$ cat src/rtl/core/tdcm_pkg.sv
// tdcm_pkg: shared types, constants and helpers of the tdc hit channel mapper
// no dependencies; imported by every module of the block
package tdcm_pkg;

    // map table geometry
    localparam int MAP_ENTRIES = 64;
    localparam int ENTRY_W     = (MAP_ENTRIES > 1) ? $clog2(MAP_ENTRIES) : 1;
    localparam int CNT_W       = $clog2(MAP_ENTRIES + 1);

    // field widths
    localparam int SERIAL_W = 32;
    localparam int SLOT_W   = 5;
    localparam int CHAN_W   = 6;
    localparam int PLANE_W  = 4;
    localparam int GROUP_W  = 4;
    localparam int TYPE_W   = 8;
    localparam int COUNT_W  = 24;
    localparam int SHIFT_W  = 40;
    localparam int T0_W     = 32;
    localparam int NENT_W   = 7;
    localparam int WIRE_W   = 9;
    localparam int TIME_W   = 48;
    // 10*shift + count stays well inside this width
    localparam int PT_W     = 46;

    // stream packing
    localparam int IN_DATA_W  = 144;
    localparam int OUT_DATA_W = 64;

    // queue between front and back
    localparam int FIFO_DEPTH = 4;
    localparam int FIFO_PTR_W = $clog2(FIFO_DEPTH);
    localparam int FIFO_CNT_W = $clog2(FIFO_DEPTH + 1);

    // apb
    localparam int APB_ADDR_W = 4;
    localparam int APB_DATA_W = 32;
    localparam logic [1:0] REG_TDC_TYPE = 2'd0;
    localparam logic [1:0] REG_T0       = 2'd1;
    localparam logic [1:0] REG_NENT1    = 2'd2;
    localparam logic [1:0] REG_NENT2    = 2'd3;

    // input commands
    localparam logic [1:0] CMD_LOAD1 = 2'd0;
    localparam logic [1:0] CMD_LOAD2 = 2'd1;
    localparam logic [1:0] CMD_HIT   = 2'd2;
    localparam logic [1:0] CMD_NONE  = 2'd3;

    // result status codes
    localparam logic [1:0] STATUS_MAPPED   = 2'd0;
    localparam logic [1:0] STATUS_BADTYPE  = 2'd1;
    localparam logic [1:0] STATUS_NOTFOUND = 2'd2;

    // chamber codes
    localparam logic [1:0] CHAMBER_NONE   = 2'd0;
    localparam logic [1:0] CHAMBER_FIRST  = 2'd1;
    localparam logic [1:0] CHAMBER_SECOND = 2'd2;

    // channel permutation per hptdc chip
    localparam logic [4:0] PERM_CHIP1 [32] = '{
        5'd31, 5'd15, 5'd30, 5'd14, 5'd13, 5'd29, 5'd28, 5'd12,
        5'd11, 5'd27, 5'd26, 5'd10, 5'd25, 5'd9,  5'd24, 5'd8,
        5'd23, 5'd7,  5'd22, 5'd6,  5'd21, 5'd5,  5'd20, 5'd4,
        5'd19, 5'd3,  5'd18, 5'd2,  5'd17, 5'd1,  5'd16, 5'd0
    };
    localparam logic [4:0] PERM_CHIP2 [32] = '{
        5'd31, 5'd15, 5'd30, 5'd14, 5'd29, 5'd13, 5'd28, 5'd12,
        5'd27, 5'd11, 5'd26, 5'd10, 5'd25, 5'd9,  5'd24, 5'd8,
        5'd23, 5'd7,  5'd22, 5'd6,  5'd21, 5'd5,  5'd20, 5'd4,
        5'd19, 5'd3,  5'd18, 5'd2,  5'd17, 5'd1,  5'd16, 5'd0
    };

    typedef enum logic [1:0] {
        KIND_LOAD1,
        KIND_LOAD2,
        KIND_HIT,
        KIND_BADTYPE
    } t_kind;

    typedef enum logic [1:0] {
        ST_IDLE,
        ST_SCAN,
        ST_DONE
    } t_state;

    typedef struct packed {
        logic [SERIAL_W-1:0] serial;
        logic [SLOT_W-1:0]   slot;
        logic [CHAN_W-1:0]   lo;
        logic [CHAN_W-1:0]   hi;
        logic [PLANE_W-1:0]  plane;
        logic [GROUP_W-1:0]  group;
    } t_map_entry;

    typedef struct packed {
        t_kind                   kind;
        logic [ENTRY_W-1:0]      idx;
        t_map_entry              entry;
        logic [CHAN_W-1:0]       ch;
        logic signed [PT_W-1:0]  ptime;
    } t_q_item;

    typedef struct packed {
        logic [TYPE_W-1:0]        tdc_type;
        logic signed [T0_W-1:0]   t0;
        logic [NENT_W-1:0]        nent1;
        logic [NENT_W-1:0]        nent2;
    } t_cfg;

    // entry matches the hit's board and the mapped channel lies in its range
    function automatic logic entry_match(t_map_entry e, logic [SERIAL_W-1:0] serial,
                                         logic [SLOT_W-1:0] slot, logic [CHAN_W-1:0] ch);
        entry_match = (e.serial == serial) && (e.slot == slot)
                    && (ch >= e.lo) && (ch <= e.hi);
    endfunction

    // group*16 + channel - low end of the entry's range, modulo the wire width
    function automatic logic [WIRE_W-1:0] wire_of(t_map_entry e, logic [CHAN_W-1:0] ch);
        wire_of = WIRE_W'({e.group, 4'b0000}) + WIRE_W'(ch) - WIRE_W'(e.lo);
    endfunction

    // entry count clipped to the table size
    function automatic logic [CNT_W-1:0] clip_count(logic [NENT_W-1:0] n);
        clip_count = (32'(n) > MAP_ENTRIES) ? CNT_W'(MAP_ENTRIES) : CNT_W'(n);
    endfunction

endpackage

$ cat src/rtl/core/tdcm_fifo.sv
// tdcm_fifo: short queue of classified items between front and back
// depends on tdcm_pkg (queue item type, depth)
module tdcm_fifo
    import tdcm_pkg::*;
(
    input  logic     i_clk,
    input  logic     i_rst_n,
    input  logic     i_push,
    input  t_q_item  i_item,
    input  logic     i_pop,
    output logic     o_full,
    output logic     o_valid,
    output t_q_item  o_head
);

    t_q_item                 r_buf [FIFO_DEPTH];
    logic [FIFO_PTR_W-1:0]   r_wr_ptr, n_wr_ptr;
    logic [FIFO_PTR_W-1:0]   r_rd_ptr, n_rd_ptr;
    logic [FIFO_CNT_W-1:0]   r_count, n_count;
    logic                    do_push, do_pop;

    assign o_full  = (r_count == FIFO_CNT_W'(FIFO_DEPTH));
    assign o_valid = (r_count != '0);
    assign o_head  = r_buf[r_rd_ptr];

    assign do_push = i_push && !o_full;
    assign do_pop  = i_pop && o_valid;

    // pointer and fill tracking
    always_comb begin
        n_wr_ptr = do_push ? r_wr_ptr + 1'b1 : r_wr_ptr;
        n_rd_ptr = do_pop ? r_rd_ptr + 1'b1 : r_rd_ptr;
        n_count  = r_count;
        if (do_push && !do_pop) begin
            n_count = r_count + 1'b1;
        end else if (do_pop && !do_push) begin
            n_count = r_count - 1'b1;
        end
    end

    always_ff @(posedge i_clk) begin
        if (!i_rst_n) begin
            r_wr_ptr <= '0;
            r_rd_ptr <= '0;
            r_count  <= '0;
        end else begin
            r_wr_ptr <= n_wr_ptr;
            r_rd_ptr <= n_rd_ptr;
            r_count  <= n_count;
        end
    end

    // storage
    always_ff @(posedge i_clk) begin
        if (do_push) begin
            r_buf[r_wr_ptr] <= i_item;
        end
    end

endmodule

$ cat config.mk
export PLATFORM = sky130hd
export DESIGN_NAME = tdcm_fifo
export DESIGN_NICKNAME = d
export VERILOG_FILES = /design/src/rtl/core/tdcm_pkg.sv /design/src/rtl/core/tdcm_fifo.sv
export SDC_FILE = /design/constraint.sdc
export NUM_CORES = 1
export LEC_CHECK = 0
export BUFFER_PORTS_ARGS = -buffer_cell sky130_fd_sc_hd__buf_2
export CELL_PAD_IN_SITES_DETAIL_PLACEMENT = 2
export CELL_PAD_IN_SITES_GLOBAL_PLACEMENT = 2
export CORE_MARGIN = 5
export CORE_UTILIZATION = 45
export CTS_BUF_LIST = sky130_fd_sc_hd__clkbuf_4 sky130_fd_sc_hd__clkbuf_8 sky130_fd_sc_hd__clkbuf_16
export CTS_CLUSTER_DIAMETER = 150
export DETAILED_ROUTE_END_ITERATION = 8
export PLACE_DENSITY_LB_ADDON = 0.05
export SETUP_SLACK_MARGIN = 0.5
export SLEW_MARGIN = 10
export SYNTH_ARGS = -nofsm -noshare
export SYNTH_HDL_FRONTEND = slang
export SYNTH_SLANG_ARGS = --single-unit
$ cat constraint.sdc
create_clock -name i_clk -period 4.79 [get_ports i_clk]
set_input_delay 0.7185 -clock i_clk [delete_from_list [all_inputs] [get_ports i_clk]]
set_output_delay 0.7185 -clock i_clk [all_outputs]
set_load 0.005 [all_outputs]
Word-level counts from Yosys, hierarchy flattened
Memories as Yosys holds them, arrays and structs flattened. A register that Yosys moved wholly into a read port is not among the register bits.
Cells that the tools add are included.

word-level totals
  memories kept = 1
  output and inout bits = 119
  register bits after elaboration = 7
  input bits = 121
  memory bits (writable) = 468

memories
  name   words  bits a word  read ports  clocked after Yosys merged registers in  wr ports  line             text
  r_buf  4      117          1           1                                        1         tdcm_fifo.sv:16  t_q_item r_buf [FIFO_DEPTH];

operators by class
  reduce and logical (&&, ||, !) cells = 9
  add/sub/neg operators = 4
  mux-type cells = 6
  equal/unequal tests = 1

operators with widths
  cell                 count
  $mux 3               2
  $add 2x1->2 const B  2
  $logic_and 1x1->1    4
  $mux 2               2
  $add 3x1->3 const B  1
  $eq 3x3->1 const B   1
  $logic_not 1->1      3
  $reduce_bool 3->1    1
  $sub 3x1->3 const B  1
  $mux 1               2
  $reduce_bool 2->1    1

Depth between registers and ports, before layout
  depth after elaboration = 7
  mapped depth = 9

Least setup slack after synthesis
No wires, ideal clock.

  path type = input to register
  start point = input port i_push
  end point = memory r_buf[2][0] (netlist bit), enable pin
  path buffers = 1
  setup time = 490 ps
  path slack = 502 ps
  arrival = 3799 ps
  stages on the path = 3
  cells stage by stage = nor2b_1 clkbuf_1 and2_1

between the ends
  longest elaborated chain between the ends = 3

ends and longest elaborated chain
  item                          line             text
  start: declaration            tdcm_fifo.sv:8   input logic i_push,
  $logic_and 1x1->1             tdcm_fifo.sv:26  assign do_push = i_push && !o_full;
  named net do_push             tdcm_fifo.sv:20  logic do_push, do_pop;
  $mux 1                        tdcm_fifo.sv:55  if (do_push) begin
  $mux 1 (not written as such)  tdcm_fifo.sv:56  r_buf[r_wr_ptr] <= i_item;
  end: declaration              tdcm_fifo.sv:16

The timed path passes the listed nets, and every way through them passes these cells.

==> metrics.yaml <==
sta:
  fin_ws_ns: 1.42
  setup_viol: 0
  relSlewSlack_pct: 26.1
  whs_ns: 0.359
  fin_skew_ns: 0.0192
  rsz0062_at_grt: "no"
  setup_tns_ns: 0
  fin_crit_ns: 3.37
  slew_viol_final: 0
  max_freq_mhz: 297
  hold_viol_final: 0
  min_period_over_period_pct: 70.3
  worst_slew_pin_slew_ns: 1.11
worst_setup_path:
  start_kind: "flip-flop"
  crit_buf_inv: 2
  crit_slowest_cell: "buf_4"
  worstPathRequired_ns: 4.07
  reg2reg_to: "r_count[2]"
  path_depth: 3
  reg2reg_slack_ns: 2.01
  path_cells: "buf_4 -> mux4_2 -> buf_2"
  crit_family: "buffers and inverters"
  slowest_delay_ns: 0.84
  reg2reg_depth: 8
  crit_path_max_fanout: 53
  r2r_start: "r_count[0]"
  crit_arrival_ns: 2.65
  endpoint_kind: "output pin"
  crit_type: "flip-flop to output pin"
floorplanning:
  io_pins: 240
  core_um2: 37800
  die_area_um2: 42500
  fp-row-count: 71
  initial_utilization_pct: 45.8
  die_h_um: 206
  fp.dieW_um: 206
placement:
  gp_congestion: 0.694
  dpl_cell_area_um2: 19200
  dp_hpwl_um: 27200
  pre_cts_ws_ns: 1.84
  io_buffers: 239
  dpl.cell_count: 1392
global_routing:
  grt_pass1_wl_um: 63500
  track_usage_pct: 20.7
  antenna_found_initial: 6
  grt_max_degree: 86
  first_global_vias: 9309
  grt-ovfl-total: 0
min_path:
  min_path_type: "primary input to flip-flop"
  whs_path_depth: 1
  min_from: "i_item[36]"
  hold_end: "r_buf[0][36]"
yosys:
  synth.yosys.seq_area_share_pct: 82.2
  synth_async_sr_flop_share_pct: 0
  ys_ff_latch: 477
  yosysWarnings: 0
  avgSynthCellArea_um2: 26.3
  synth_flop_cell: "edfxtp_1"
  ys_types: 22
  postSynthCellCount: 659
  syn_area_um2: 17300
  syn_nets: 786
  synth_edf_count: 468
clocking:
  numCtsBuffers: 49
  postCtsResizedCells: 0
  insertion_delay_ns: 0.58
  path_clk_slew_ns: 0.06
  cts_tree: "built"
  clock-root-buffer: "clkbuf_16"
  clkSinkCount: 477
  clock_path_buffers: 3
  cts_max_level: 2
  ctsHoldBuffers: 0
  post_cts_buffers: 0
cells_and_area:
  area_growth_pct: 20.0
  final_cells: 1486
  fin_area_um2: 20800
  nets: 1059
  drive_gt1_share_pct: 46.8
  fill_cells: 3219
  final_cell_mix: "468 x edfxtp_1, 239 x buf_2, 117 x mux4_2"
  fin_util_pct: 54.9
  mostFrequentLayoutCell: "edfxtp_1"
run:
  maxCapViolCount: 0
pwr:
  leakage_nw: 6.95
  power_density_nw_per_um2: 553
  ir_drop_uv: 413
  clkPwrFrac_pct: 33.2
  swShare_pct: 26.0
  seqPwrFrac_pct: 45.5
  p_sw_mw: 2.98
  intPower_mw: 8.51
  combPwrFrac_pct: 21.2
  p_total_mw: 11.5
outcome:
  status: "complete, no violations"
routing:
  drt_iter0_markers: 456
  drc: 0
  vias: 8008
  drt-wirelength-per-cell_um: 29.2
  dr.pass1.iters: 4
  antenna_left: 0
  vias_per_cell: 5.39
  wirelength_um: 43400
kinds of logic (layout without fill, tap and decap cells):
group	count (synthesis)	count (layout)	share of synthesized area (%)
xor+xnor	4	4	0.202
other cells	0	3	0
simple gates	17	17	0.564
compound gates	4	4	0.166
fa+ha+maj	6	6	0.477
flops	477	477	82.2
buf+inv	31	344	1.00
mux	120	120	15.4
metal layers:
layer,vias up,track usage [%],share of wire [%]
li1,3393,-,-
met1,4325,25.4,38
met2,215,36.8,54
met3,65,4.80,5.6
met4,10,5.89,1.9
met5,-,0,0.17
power by group through the flow:
stage                     Clock [mW]  Sequential [mW]  Combinational, mW
after floorplan                    0             5.26               1.47
after global placement             0             5.26               2.43
after detailed placement           0             5.32               2.50
after CTS                       3.93             5.25               2.53
after global routing            4.13             5.27               2.63
final                           3.82             5.24               2.44
sequential cells by signal (all words and copies together) (netlist names), named ones only:
| name | cells |
|---|---|
| r_wr_ptr | 2 |
| r_rd_ptr | 2 |
| r_buf | 468 |
| r_count | 3 |
how the worst max path moves through the flow:
stage          startpoint           end  slack (ns)
6_report        flip-flop    o_head[22]        1.42
5_1_grt         flip-flop    o_head[22]        1.24
4_1_cts         flip-flop    o_head[36]        1.34
3_5_place_dp       i_push  r_buf[0][50]        1.84
3_3_place_gp       i_push  r_buf[0][50]        1.93
2_1_floorplan      i_push   r_buf[2][0]        0.50
cell usage after synthesis (2+ instances only):
master,count,share of area [%]
nor2b_1,2,0.072
mux4_2,117,15
clkbuf_1,9,0.20
inv_1,3,0.065
buf_2,13,0.38
buf_6,5,0.33
or3_1,2,0.072
nand2_1,4,0.087
and2_1,8,0.29
ha_1,5,0.36
dfxtp_1,9,1.0
edfxtp_1,468,81
mux2i_1,3,0.17
xnor2_1,3,0.15
worst reg2reg max path, delay by kind of cell (launching register included):
| kind | cells | cell delay, ns |
|---|---|---|
| xor+xnor | 1 | 0.20 |
| fa+ha+maj | 2 | 0.72 |
| flops | 1 | 0.49 |
| simple gates | 3 | 1.00 |
| buf+inv | 1 | 0.09 |
| compound gates | 1 | 0.20 |
cell type report:
| cell class | count | area [um^2] | area share (%) |
|---|---|---|---|
| tap | 511 | 639 | 3.08 |
| inverter | 3 | 11.3 | 0.0542 |
| sequential | 477 | 14200 | 68.5 |
| clock buffer | 66 | 1400 | 6.71 |
| multi-input combinational | 151 | 2920 | 14.0 |
| antenna | 3 | 7.51 | 0.0361 |
| clock inverter | 25 | 220 | 1.06 |
| timing repair buffer | 250 | 1350 | 6.51 |
Note: power is estimated with default switching activity, not from simulation.
