`config.mk`:
```
export PLATFORM = sky130hd
export DESIGN_NAME = tdcm_front
export DESIGN_NICKNAME = d
export VERILOG_FILES = /design/src/rtl/core/tdcm_pkg.sv /design/src/rtl/core/tdcm_front.sv
export SDC_FILE = /design/constraint.sdc
export NUM_CORES = 1
export LEC_CHECK = 0
export BUFFER_PORTS_ARGS = -buffer_cell sky130_fd_sc_hd__buf_2
export CAP_MARGIN = 15
export CORE_AREA = 5 5 121 123
export DETAILED_ROUTE_END_ITERATION = 6
export DIE_AREA = 0 0 126 128
export GPL_ROUTABILITY_DRIVEN = 1
export SETUP_SLACK_MARGIN = 0.15
export SYNTH_ARGS = -nofsm -noshare
export SYNTH_HDL_FRONTEND = slang
export SYNTH_SLANG_ARGS = --single-unit
```
`constraint.sdc`:
```
create_clock -name vclk -period 3.4
set_input_delay 0.17 -clock vclk [all_inputs]
set_output_delay 0.17 -clock vclk [all_outputs]
set_load 0.005 [all_outputs]
```
`src/rtl/core/tdcm_pkg.sv`:
```
// tdcm_pkg: shared types, constants and helpers of the tdc hit channel mapper
// no dependencies; imported by every module of the block
package tdcm_pkg;

    // map table geometry
    localparam int MAP_ENTRIES = 64;
    localparam int ENTRY_W     = (MAP_ENTRIES > 1) ? $clog2(MAP_ENTRIES) : 1;
    localparam int CNT_W       = $clog2(MAP_ENTRIES + 1);

    // field widths
    localparam int SERIAL_W = 32;
    localparam int SLOT_W   = 5;
    localparam int CHAN_W   = 6;
    localparam int PLANE_W  = 4;
    localparam int GROUP_W  = 4;
    localparam int TYPE_W   = 8;
    localparam int COUNT_W  = 24;
    localparam int SHIFT_W  = 40;
    localparam int T0_W     = 32;
    localparam int NENT_W   = 7;
    localparam int WIRE_W   = 9;
    localparam int TIME_W   = 48;
    // 10*shift + count stays well inside this width
    localparam int PT_W     = 46;

    // stream packing
    localparam int IN_DATA_W  = 144;
    localparam int OUT_DATA_W = 64;

    // queue between front and back
    localparam int FIFO_DEPTH = 4;
    localparam int FIFO_PTR_W = $clog2(FIFO_DEPTH);
    localparam int FIFO_CNT_W = $clog2(FIFO_DEPTH + 1);

    // apb
    localparam int APB_ADDR_W = 4;
    localparam int APB_DATA_W = 32;
    localparam logic [1:0] REG_TDC_TYPE = 2'd0;
    localparam logic [1:0] REG_T0       = 2'd1;
    localparam logic [1:0] REG_NENT1    = 2'd2;
    localparam logic [1:0] REG_NENT2    = 2'd3;

    // input commands
    localparam logic [1:0] CMD_LOAD1 = 2'd0;
    localparam logic [1:0] CMD_LOAD2 = 2'd1;
    localparam logic [1:0] CMD_HIT   = 2'd2;
    localparam logic [1:0] CMD_NONE  = 2'd3;

    // result status codes
    localparam logic [1:0] STATUS_MAPPED   = 2'd0;
    localparam logic [1:0] STATUS_BADTYPE  = 2'd1;
    localparam logic [1:0] STATUS_NOTFOUND = 2'd2;

    // chamber codes
    localparam logic [1:0] CHAMBER_NONE   = 2'd0;
    localparam logic [1:0] CHAMBER_FIRST  = 2'd1;
    localparam logic [1:0] CHAMBER_SECOND = 2'd2;

    // channel permutation per hptdc chip
    localparam logic [4:0] PERM_CHIP1 [32] = '{
        5'd31, 5'd15, 5'd30, 5'd14, 5'd13, 5'd29, 5'd28, 5'd12,
        5'd11, 5'd27, 5'd26, 5'd10, 5'd25, 5'd9,  5'd24, 5'd8,
        5'd23, 5'd7,  5'd22, 5'd6,  5'd21, 5'd5,  5'd20, 5'd4,
        5'd19, 5'd3,  5'd18, 5'd2,  5'd17, 5'd1,  5'd16, 5'd0
    };
    localparam logic [4:0] PERM_CHIP2 [32] = '{
        5'd31, 5'd15, 5'd30, 5'd14, 5'd29, 5'd13, 5'd28, 5'd12,
        5'd27, 5'd11, 5'd26, 5'd10, 5'd25, 5'd9,  5'd24, 5'd8,
        5'd23, 5'd7,  5'd22, 5'd6,  5'd21, 5'd5,  5'd20, 5'd4,
        5'd19, 5'd3,  5'd18, 5'd2,  5'd17, 5'd1,  5'd16, 5'd0
    };

    typedef enum logic [1:0] {
        KIND_LOAD1,
        KIND_LOAD2,
        KIND_HIT,
        KIND_BADTYPE
    } t_kind;

    typedef enum logic [1:0] {
        ST_IDLE,
        ST_SCAN,
        ST_DONE
    } t_state;

    typedef struct packed {
        logic [SERIAL_W-1:0] serial;
        logic [SLOT_W-1:0]   slot;
        logic [CHAN_W-1:0]   lo;
        logic [CHAN_W-1:0]   hi;
        logic [PLANE_W-1:0]  plane;
        logic [GROUP_W-1:0]  group;
    } t_map_entry;

    typedef struct packed {
        t_kind                   kind;
        logic [ENTRY_W-1:0]      idx;
        t_map_entry              entry;
        logic [CHAN_W-1:0]       ch;
        logic signed [PT_W-1:0]  ptime;
    } t_q_item;

    typedef struct packed {
        logic [TYPE_W-1:0]        tdc_type;
        logic signed [T0_W-1:0]   t0;
        logic [NENT_W-1:0]        nent1;
        logic [NENT_W-1:0]        nent2;
    } t_cfg;

    // entry matches the hit's board and the mapped channel lies in its range
    function automatic logic entry_match(t_map_entry e, logic [SERIAL_W-1:0] serial,
                                         logic [SLOT_W-1:0] slot, logic [CHAN_W-1:0] ch);
        entry_match = (e.serial == serial) && (e.slot == slot)
                    && (ch >= e.lo) && (ch <= e.hi);
    endfunction

    // group*16 + channel - low end of the entry's range, modulo the wire width
    function automatic logic [WIRE_W-1:0] wire_of(t_map_entry e, logic [CHAN_W-1:0] ch);
        wire_of = WIRE_W'({e.group, 4'b0000}) + WIRE_W'(ch) - WIRE_W'(e.lo);
    endfunction

    // entry count clipped to the table size
    function automatic logic [CNT_W-1:0] clip_count(logic [NENT_W-1:0] n);
        clip_count = (32'(n) > MAP_ENTRIES) ? CNT_W'(MAP_ENTRIES) : CNT_W'(n);
    endfunction

endpackage

```
`src/rtl/core/tdcm_front.sv`:
```
// tdcm_front: classifies incoming items and prepares hit fields
// depends on tdcm_pkg (permutation tables, queue item type)
module tdcm_front
    import tdcm_pkg::*;
(
    input  logic                       i_valid,
    input  logic [1:0]                 i_command,
    input  logic [IN_DATA_W-1:0]       i_data,
    input  t_cfg                       i_cfg,
    output logic                       o_push,
    output t_q_item                    o_item
);

    logic [5:0]                 idx_in;
    logic [CHAN_W-1:0]          cc;
    logic [4:0]                 perm;
    logic [COUNT_W-1:0]         count;
    logic signed [SHIFT_W-1:0]  shift;
    logic signed [PT_W-1:0]     sx;
    logic signed [PT_W-1:0]     cx;
    logic                       idx_ok;

    // unpack the payload
    assign idx_in = i_data[5:0];
    assign cc     = i_data[76:71];
    assign count  = i_data[100:77];
    assign shift  = i_data[140:101];

    // chip and raw channel through the fixed permutation
    assign perm = cc[5] ? PERM_CHIP2[cc[4:0]] : PERM_CHIP1[cc[4:0]];

    // 10*shift + count, t0 is taken off at the output
    assign sx = PT_W'(shift);
    assign cx = PT_W'({1'b0, count});

    assign idx_ok = (32'(idx_in) < MAP_ENTRIES);

    always_comb begin
        o_item.idx          = ENTRY_W'(idx_in);
        o_item.entry.serial = i_data[37:6];
        o_item.entry.slot   = i_data[42:38];
        o_item.entry.lo     = i_data[48:43];
        o_item.entry.hi     = i_data[54:49];
        o_item.entry.plane  = i_data[58:55];
        o_item.entry.group  = i_data[62:59];
        o_item.ch           = {cc[5], perm};
        o_item.ptime        = (sx <<< 3) + (sx <<< 1) + cx;
        o_item.kind         = KIND_HIT;
        o_push              = 1'b0;
        case (i_command)
            CMD_LOAD1: begin
                o_item.kind = KIND_LOAD1;
                o_push      = i_valid && idx_ok;
            end
            CMD_LOAD2: begin
                o_item.kind = KIND_LOAD2;
                o_push      = i_valid && idx_ok;
            end
            CMD_HIT: begin
                o_item.kind = (i_data[70:63] == i_cfg.tdc_type) ? KIND_HIT : KIND_BADTYPE;
                o_push      = i_valid;
            end
            CMD_NONE: begin
                o_push = 1'b0;
            end
            default: begin
                o_push = 1'b0;
            end
        endcase
    end

endmodule

```
### After elaboration in Yosys (flattened, before gate mapping)

Memories as Yosys holds them, arrays and structs flattened.
Index checks and enable logic that the tools add are counted.

| storage, ports and cells | value |
|---|---|
| bits in registers | 0 |
| ROM bits | 320 |
| bits of input ports | 201 |
| word-level logic and storage cells | 20 |
| memories kept | 2 |

Memories:

| name | words | width | read ports | clocked after Yosys merged registers in | wr ports | RTL line | text |
|---|---|---|---|---|---|---|---|
| (no name shown) | 32 | 5 | 1 | 0 | 0 | tdcm_front.sv:30 | `assign perm = cc[5] ? PERM_CHIP2[cc[4:0]] : PERM_CHIP1[cc[4:0]];` |
| (no name shown) | 32 | 5 | 1 | 0 | 0 | tdcm_front.sv:30 |  |

| operators by class | value |
|---|---|
| add/subtract/negate cells | 2 |
| order comparisons | 1 |
| equal/unequal tests | 4 |
| multiplexer cells | 8 |
| bitwise operators | 1 |
| reductions and logical operators | 2 |

Operator list:

| cell | count |
|---|---|
| 44-bit by 25-bit adder with 45-bit output | 1 |
| 43-bit by 41-bit adder with 44-bit output | 1 |
| 5-bit 2-to-1 mux | 5 |
| 8-bit equality test | 1 |
| 6-bit >= comparator, second input constant | 1 |
| 5-bit NOT with 6-bit output | 1 |
| 2-bit one-hot mux with 3 select lines | 1 |
| 2-bit equality test, second input constant | 2 |
| 3-bit OR reduction | 1 |
| 2-bit by 1-bit equality test with 1-bit output, second input constant | 1 |
| 2-bit zero test | 1 |
| 1-bit one-hot mux with 2 select lines | 1 |
| 1-bit 2-to-1 mux | 1 |

### Logic depth before layout (Yosys ltp)

Gate-level depths: netlist of the first run.

| depth | value |
|---|---|
| depth after elaboration | 5 |
| mapped depth | 14 |
| mapped depth without buffers | 13 |

### Least setup slack after synthesis of the first run

No wires, ideal clock.

| timing | value |
|---|---|
| kind | input to output |
| start point | input port i_data[80] |
| end point | output port o_item[45] in the netlist's numbering |
| arrival time | 3.247 ns |
| data required time | 3.230 ns |
| setup slack | -0.017 ns |
| cell stages on the path | 14 |
| buffers on the path | 1 |
| cells stage by stage | inv_1 > fa_1 > inv_1 > fa_1 > a21oi_1 > nor3b_1 > o311a_1 > or3_4 > a41oi_2 > o31ai_2 > nor2b_1 > o31ai_4 > xnor2_1 > buf_4 |

RTL lines:

| what | RTL line | text |
|---|---|---|
| from (decl) | tdcm_front.sv:8 | `input logic [IN_DATA_W-1:0] i_data,` |
| to (decl) | tdcm_front.sv:11 | `output t_q_item o_item` |

==> results of run 1 <==
## where the power goes
group | switching (mW) | leakage (nW) | internal [mW]
clock | 0 | 0 | 0
sequential | 0 | 0 | 0
combinational | 0.697 | 2.26 | 0.688
## layout make-up
cell class / count / area (sq um) / area share, %
repair buffers: 180 / 1030 / 23.3
multi-input cells: 339 / 3110 / 70.3
well taps: 180 / 225 / 5.09
inverters: 16 / 60.1 / 1.36
## per-stage QoR
stage | setup TNS, ps | area, sq um | utilization [%] | cells | worst slack, ps
2_1_floorplan | 0 | 3500 | - | 434 | 151
3_3_place_gp | -576 | 4160 | 30.6 | 712 | -125
3_5_place_dp | -589 | 4160 | 30.6 | 712 | -121
4_1_cts | 0 | 4320 | 31.9 | 712 | 92.5
5_1_grt | -168 | 4420 | 32.6 | 715 | -60.4
6_report | 0 | 4420 | 32.6 | 715 | 89.9
## layer usage
metal	part of all wire, %	up-vias	GRT usage (%)	routed length, um
met5	0	-	0	0
met4	0.27	0	0.505	25
met3	8.3	6	2.33	773
met2	49	125	19.9	4590
met1	42	1493	13.7	3930
li1	-	1677	-	-
## path summary, 6_finish.rpt
check,cells past startpoint,from,slack (ps),end
max,13,i_data[88],90,o_item[37]
min,0,i_data[33],340,o_item[104]
## cell usage in the layout, fill, tap and decap left out, drive strengths merged, types with 7 or more instances in the layout
cell type	instances
xor2	27
a21o	24
a21oi	42
nor2	16
inv	16
nand2	28
buf	180
nand4	7
ha	60
fa	22
a31oi	7
o21ai	21
nor2b	8
xnor2	22
## cells by family (layout without fill, tap and decap cells)
kind of cell | count (synthesis) | count (layout) | share of synthesized area (%)
fa+ha+maj | 82 | 82 | 34.1
xor+xnor | 49 | 49 | 12.3
buf+inv | 95 | 196 | 17.4
simple gates | 84 | 84 | 12.4
mux | 1 | 1 | 0.323
compound gates | 123 | 123 | 23.5
## repair_timing
item / in CTS / in global routing
endpoints found under the setup margin: 14 / 13
setup buffers: 0 / 3
gates resized for setup: 31 / 17
hold endpoints to repair: 0 / 0
pin swaps: 23 / 2
==> run_results.csv, run 1 <==
group,metric,value,unit
status,status,"finished clean",
power,power.density_cell_area,313,nW/um^2
routing,drtPass1Iterations,4,
setup_path,timing_worst_setup_path_type,"in2out",
synth,top_post_synthesis_cells_by_area,"ha_1, buf_4, fa_1",
final_layout,flops_and_latches,0,
synth,synth_top_area_share,21.5,%
global_routing,gr-total-overflow,0,
timing,max_clock_freq,302,MHz
setup_path,timing.critical_path.buf_inv,3,
timing,final-hold-violation-count,0,
power,totalPowerFinal,1.38,mW
die,rows,43,
routing,post-route-drc-count,0,
die,die_h,128,um
global_routing,globalRouteTotalUtil,10.9,%
setup_path,sequence_of_cells_on_the_critical_path,"buf_2, fa_1, ha_2, buf_4, and3_1, and4_1, a2bb2oi_4, a2111oi_4, or2_1, a311o_1, a31oi_1, xnor2_1, buf_2",
die,die-area,16100,sq um
timing,fin_crit,3310,ps
synth,leading_area_contributor_after_synthesis,"ha_1",
timing,tightest_slew,408,ps
timing,maxSlewViolCount,0,
routing,first_iter_violations,178,
final_layout,final.fill_count,1489,
synth,syn_nets,717,
hold_path,min_path_type,"in2out",
die,number_of_primary_i_o_pins,319,
timing,final_number_of_setup_violating_endpoints,0,
global_routing,maximum_number_of_pins_on_one_net_before_global_route_repair,9,
setup_path,crit_slowest_cell,"fa_1",
die,die_x,126,um
setup_path,worstSetupEndpointType,"output pin",
final_layout,nClkBuffers,0,
routing,detail_route.vias_per_cell,4.62,
final_layout,layout-drive-gt1-share,42.1,%
setup_path,critical-path-max-stage-delay,540,ps
setup_path,endpoint_required_time_on_the_critical_path,3230,ps
place,gp_routability_congestion,0.814,
setup_path,worstPathArrival,3140,ps
final_layout,syn2layout_area_growth,26.8,%
global_routing,grt_antenna_before_repair,0,
global_routing,first_global_vias,3328,
synth,synthCells,434,
synth,yosysSeqAreaShare,0,%
setup_path,crit_family,"compound AO/OA/AOI/OAI gates",
place,io_buffers,142,
final_layout,finish.net_count,820,
synth,synthTopCellsByCount,"buf_4, ha_1, a21oi_1, nand2_1, xor2_1",
synth,syn_area,3490,sq um
synth,ys_types,49,
global_routing,grt_pass1_wl,15400,um
die,floorplan.core_area,13600,sq um
synth,syn_avg_cell_area,8.04,sq um
setup_path,critical_path.startpoint_type,"primary input",
setup_path,crit_path_top_cell_by_count,"buf_2",
routing,detail_route.wl_per_cell,13.0,um
setup_path,crit_fanout,3,
timing,grt_setup_unrepaired,"yes",
timing,slew-limit-headroom,72.5,%
final_layout,antenna_cells_inserted,0,
synth,yosys.cell_count.top_type,"buf_4",
power,irDropWorstVdd,0.120,mV
clock_tree,ctsHoldBuffers,0,
routing,postRouteWirelength,9330,um
power,leakage_power_total,2.26,nW
die,floorplan.initialDensity,25.7,%
routing,postRouteAntennaNets,0,
routing,via_count,3301,
synth,yosysWarnings,0,
timing,post-route-period-util,97.4,%
timing,worst_hold_slack,340,ps
final_layout,seq_area,0,sq um
flow_run,number_of_max_capacitance_violations_reported,0,
place,hpwlAfterDp,8320,um
Note: power is estimated with default switching activity, not from simulation.
==> inputs of run 2 (changes only) <==
--- a/config.mk
+++ b/config.mk
@@ -11,6 +11,7 @@
 export DETAILED_ROUTE_END_ITERATION = 6
 export DIE_AREA = 0 0 126 128
 export GPL_ROUTABILITY_DRIVEN = 1
+export REMOVE_ABC_BUFFERS = 1
 export SETUP_SLACK_MARGIN = 0.15
 export SYNTH_ARGS = -nofsm -noshare
 export SYNTH_HDL_FRONTEND = slang
==> run 2 against run 1 <==
Utilization grew 0.65 points. Combinational power grew 6%. Fmax up 0.69%. Critical path depth did not move. Via count up 5.9%. First-iteration DRC count is 9.0% lower. Hold slack hardly changed. Routed wire length increased by 92%. Sequential share of layout area stayed put. Sequential cell count unchanged. Critical endpoint unchanged.
==> run_results.csv, run 2 (synthesized netlist as in run 1, its figures left out) <==
group,metric,value,unit
global_routing,grt_antenna_before_repair,1,
power,power.density_cell_area,324,nW/um^2
final_layout,total_area_of_multi_input_combinational_cells,3130,sq um
timing,tightest_slew,385,ps
setup_path,critical_path.startpoint_type,"primary input",
final_layout,antenna_cells_inserted,0,
timing,maxSlewViolCount,0,
place,placed_area,4130,sq um
flow_run,number_of_max_capacitance_violations_reported,0,
power,irDropWorstVdd,0.117,mV
final_layout,final.fill_count,1482,
place,dp_cells,711,
die,floorplan.core_area,13600,sq um
setup_path,endpoint_required_time_on_the_critical_path,3230,ps
die,die_x,126,um
setup_path,timing_worst_setup_path_type,"in2out",
setup_path,crit_fanout,3,
routing,detail_route.wl_per_cell,24.7,um
final_layout,layoutNonFillerInstCount,723,
routing,postRouteWirelength,17900,um
status,status,"finished clean",
routing,first_iter_violations,162,
routing,postRouteAntennaNets,0,
place,io_buffers,142,
final_layout,seq_area,0,sq um
global_routing,globalRouteTotalUtil,21.0,%
place,gp_routability_congestion,0.942,
final_layout,finish.instance_area,4510,sq um
final_layout,core_utilization_of_the_finished_layout,33.3,%
die,rows,43,
clock_tree,ctsHoldBuffers,0,
timing,post-route-period-util,96.7,%
hold_path,timing.hold.worst_path_depth,0,
routing,detail_route.vias_per_cell,4.84,
die,die_h,128,um
setup_path,worstSetupEndpointType,"output pin",
final_layout,most_common_library_cell_in_the_layout_ignoring_fill_and_taps,"buf_2",
global_routing,maximum_number_of_pins_on_one_net_before_global_route_repair,9,
power,leakage_power_total,2.27,nW
final_layout,nClkBuffers,0,
die,floorplan.initialDensity,25.7,%
timing,grt_setup_unrepaired,"yes",
die,die-area,16100,sq um
setup_path,worstPathArrival,3120,ps
final_layout,layout-drive-gt1-share,42.9,%
final_layout,layout_common_cells,"buf_2, ha_1, buf_4",
global_routing,gr-total-overflow,0,
routing,via_count,3496,
hold_path,whs_endpoint,"o_item[78]",
final_layout,finish.net_count,828,
die,number_of_primary_i_o_pins,319,
global_routing,grt_pass1_wl,24900,um
timing,fin_crit,3290,ps
final_layout,syn2layout_area_growth,29.3,%
global_routing,first_global_vias,3531,
timing,max_clock_freq,304,MHz
routing,post-route-drc-count,0,
routing,drtPass1Iterations,4,
place,hpwlAfterDp,16700,um
timing,final_number_of_setup_violating_endpoints,0,
hold_path,hold_path.startpoint,"i_data[7]",
timing,final-hold-violation-count,0,
final_layout,flops_and_latches,0,
timing,slew-limit-headroom,74.0,%
hold_path,min_path_type,"in2out",
==> run 2: cell count changes in the layout (fill, tap and decap cells not counted), sizes merged <==
cell  change
buf       +8
==> run 2: worst max path at each step <==
| stage | slack (ps) | end | cells past startpoint | start |
|---|---|---|---|---|
| finish | 110 | o_item[37] | 13 | i_data[89] |
| global route | -5 | o_item[37] | 14 | i_data[93] |
| CTS | 40 | o_item[35] | 18 | i_data[103] |
| detailed placement | -310 | o_item[44] | 15 | i_data[80] |
| global placement | -270 | o_item[40] | 15 | i_data[80] |
| floorplan | 110 | o_item[44] | 13 | i_data[80] |
==> run 2: layout make-up <==
cell class                 count  share of cell area, %
timing repair buffer         188                   24.3
multi-input combinational    339                   69.4
inverter                      16                   1.39
tap                          180                   4.99
==> run 2: metrics by stage <==
stage          TNS, ps  power (mW)  hold WS, ps  setup WS [ps]
2_1_floorplan        0       0.734          340            114
3_3_place_gp     -2580        1.30          340           -266
3_5_place_dp     -2540        1.30          340           -314
4_1_cts              0        1.40          340           42.5
5_1_grt          -5.13        1.63          340          -5.13
6_report             0        1.46          340            113
==> run 2: timing repair <==
item                                    in CTS  in global routing
endpoints found under the hold margin        0                  0
gates resized for setup                     32                 25
setup buffers                                8                  4
pin swaps                                   33                 21
endpoints found under the setup margin      21                 17
==> run 2: metal layers <==
metal  GRT usage, %  wire, um  vias up
li1               -         -     1694
met1           17.2      4950     1509
met2           39.9      9240      281
met3           17.2      3420       10
met4           2.21       238        2
met5          0.310        11        -
==> run 2: where the power goes <==
part | switching, mW | internal, mW | total, mW
Combinational | 0.751 | 0.711 | 1.46
Clock | 0 | 0 | 0
Sequential | 0 | 0 | 0
Total | 0.751 | 0.711 | 1.46
==> run 2: worst max-delay path, stage by stage <==
cell and delay [ps]:
buf_6 90, fa_1 570, ha_4 210, a21o_1 160, a21o_1 160, a21oi_2 190
nor4b_4 300, a2111oi_4 120, or2_1 260, a311o_1 370, a31oi_1 220, xnor2_1 150
buf_2 140
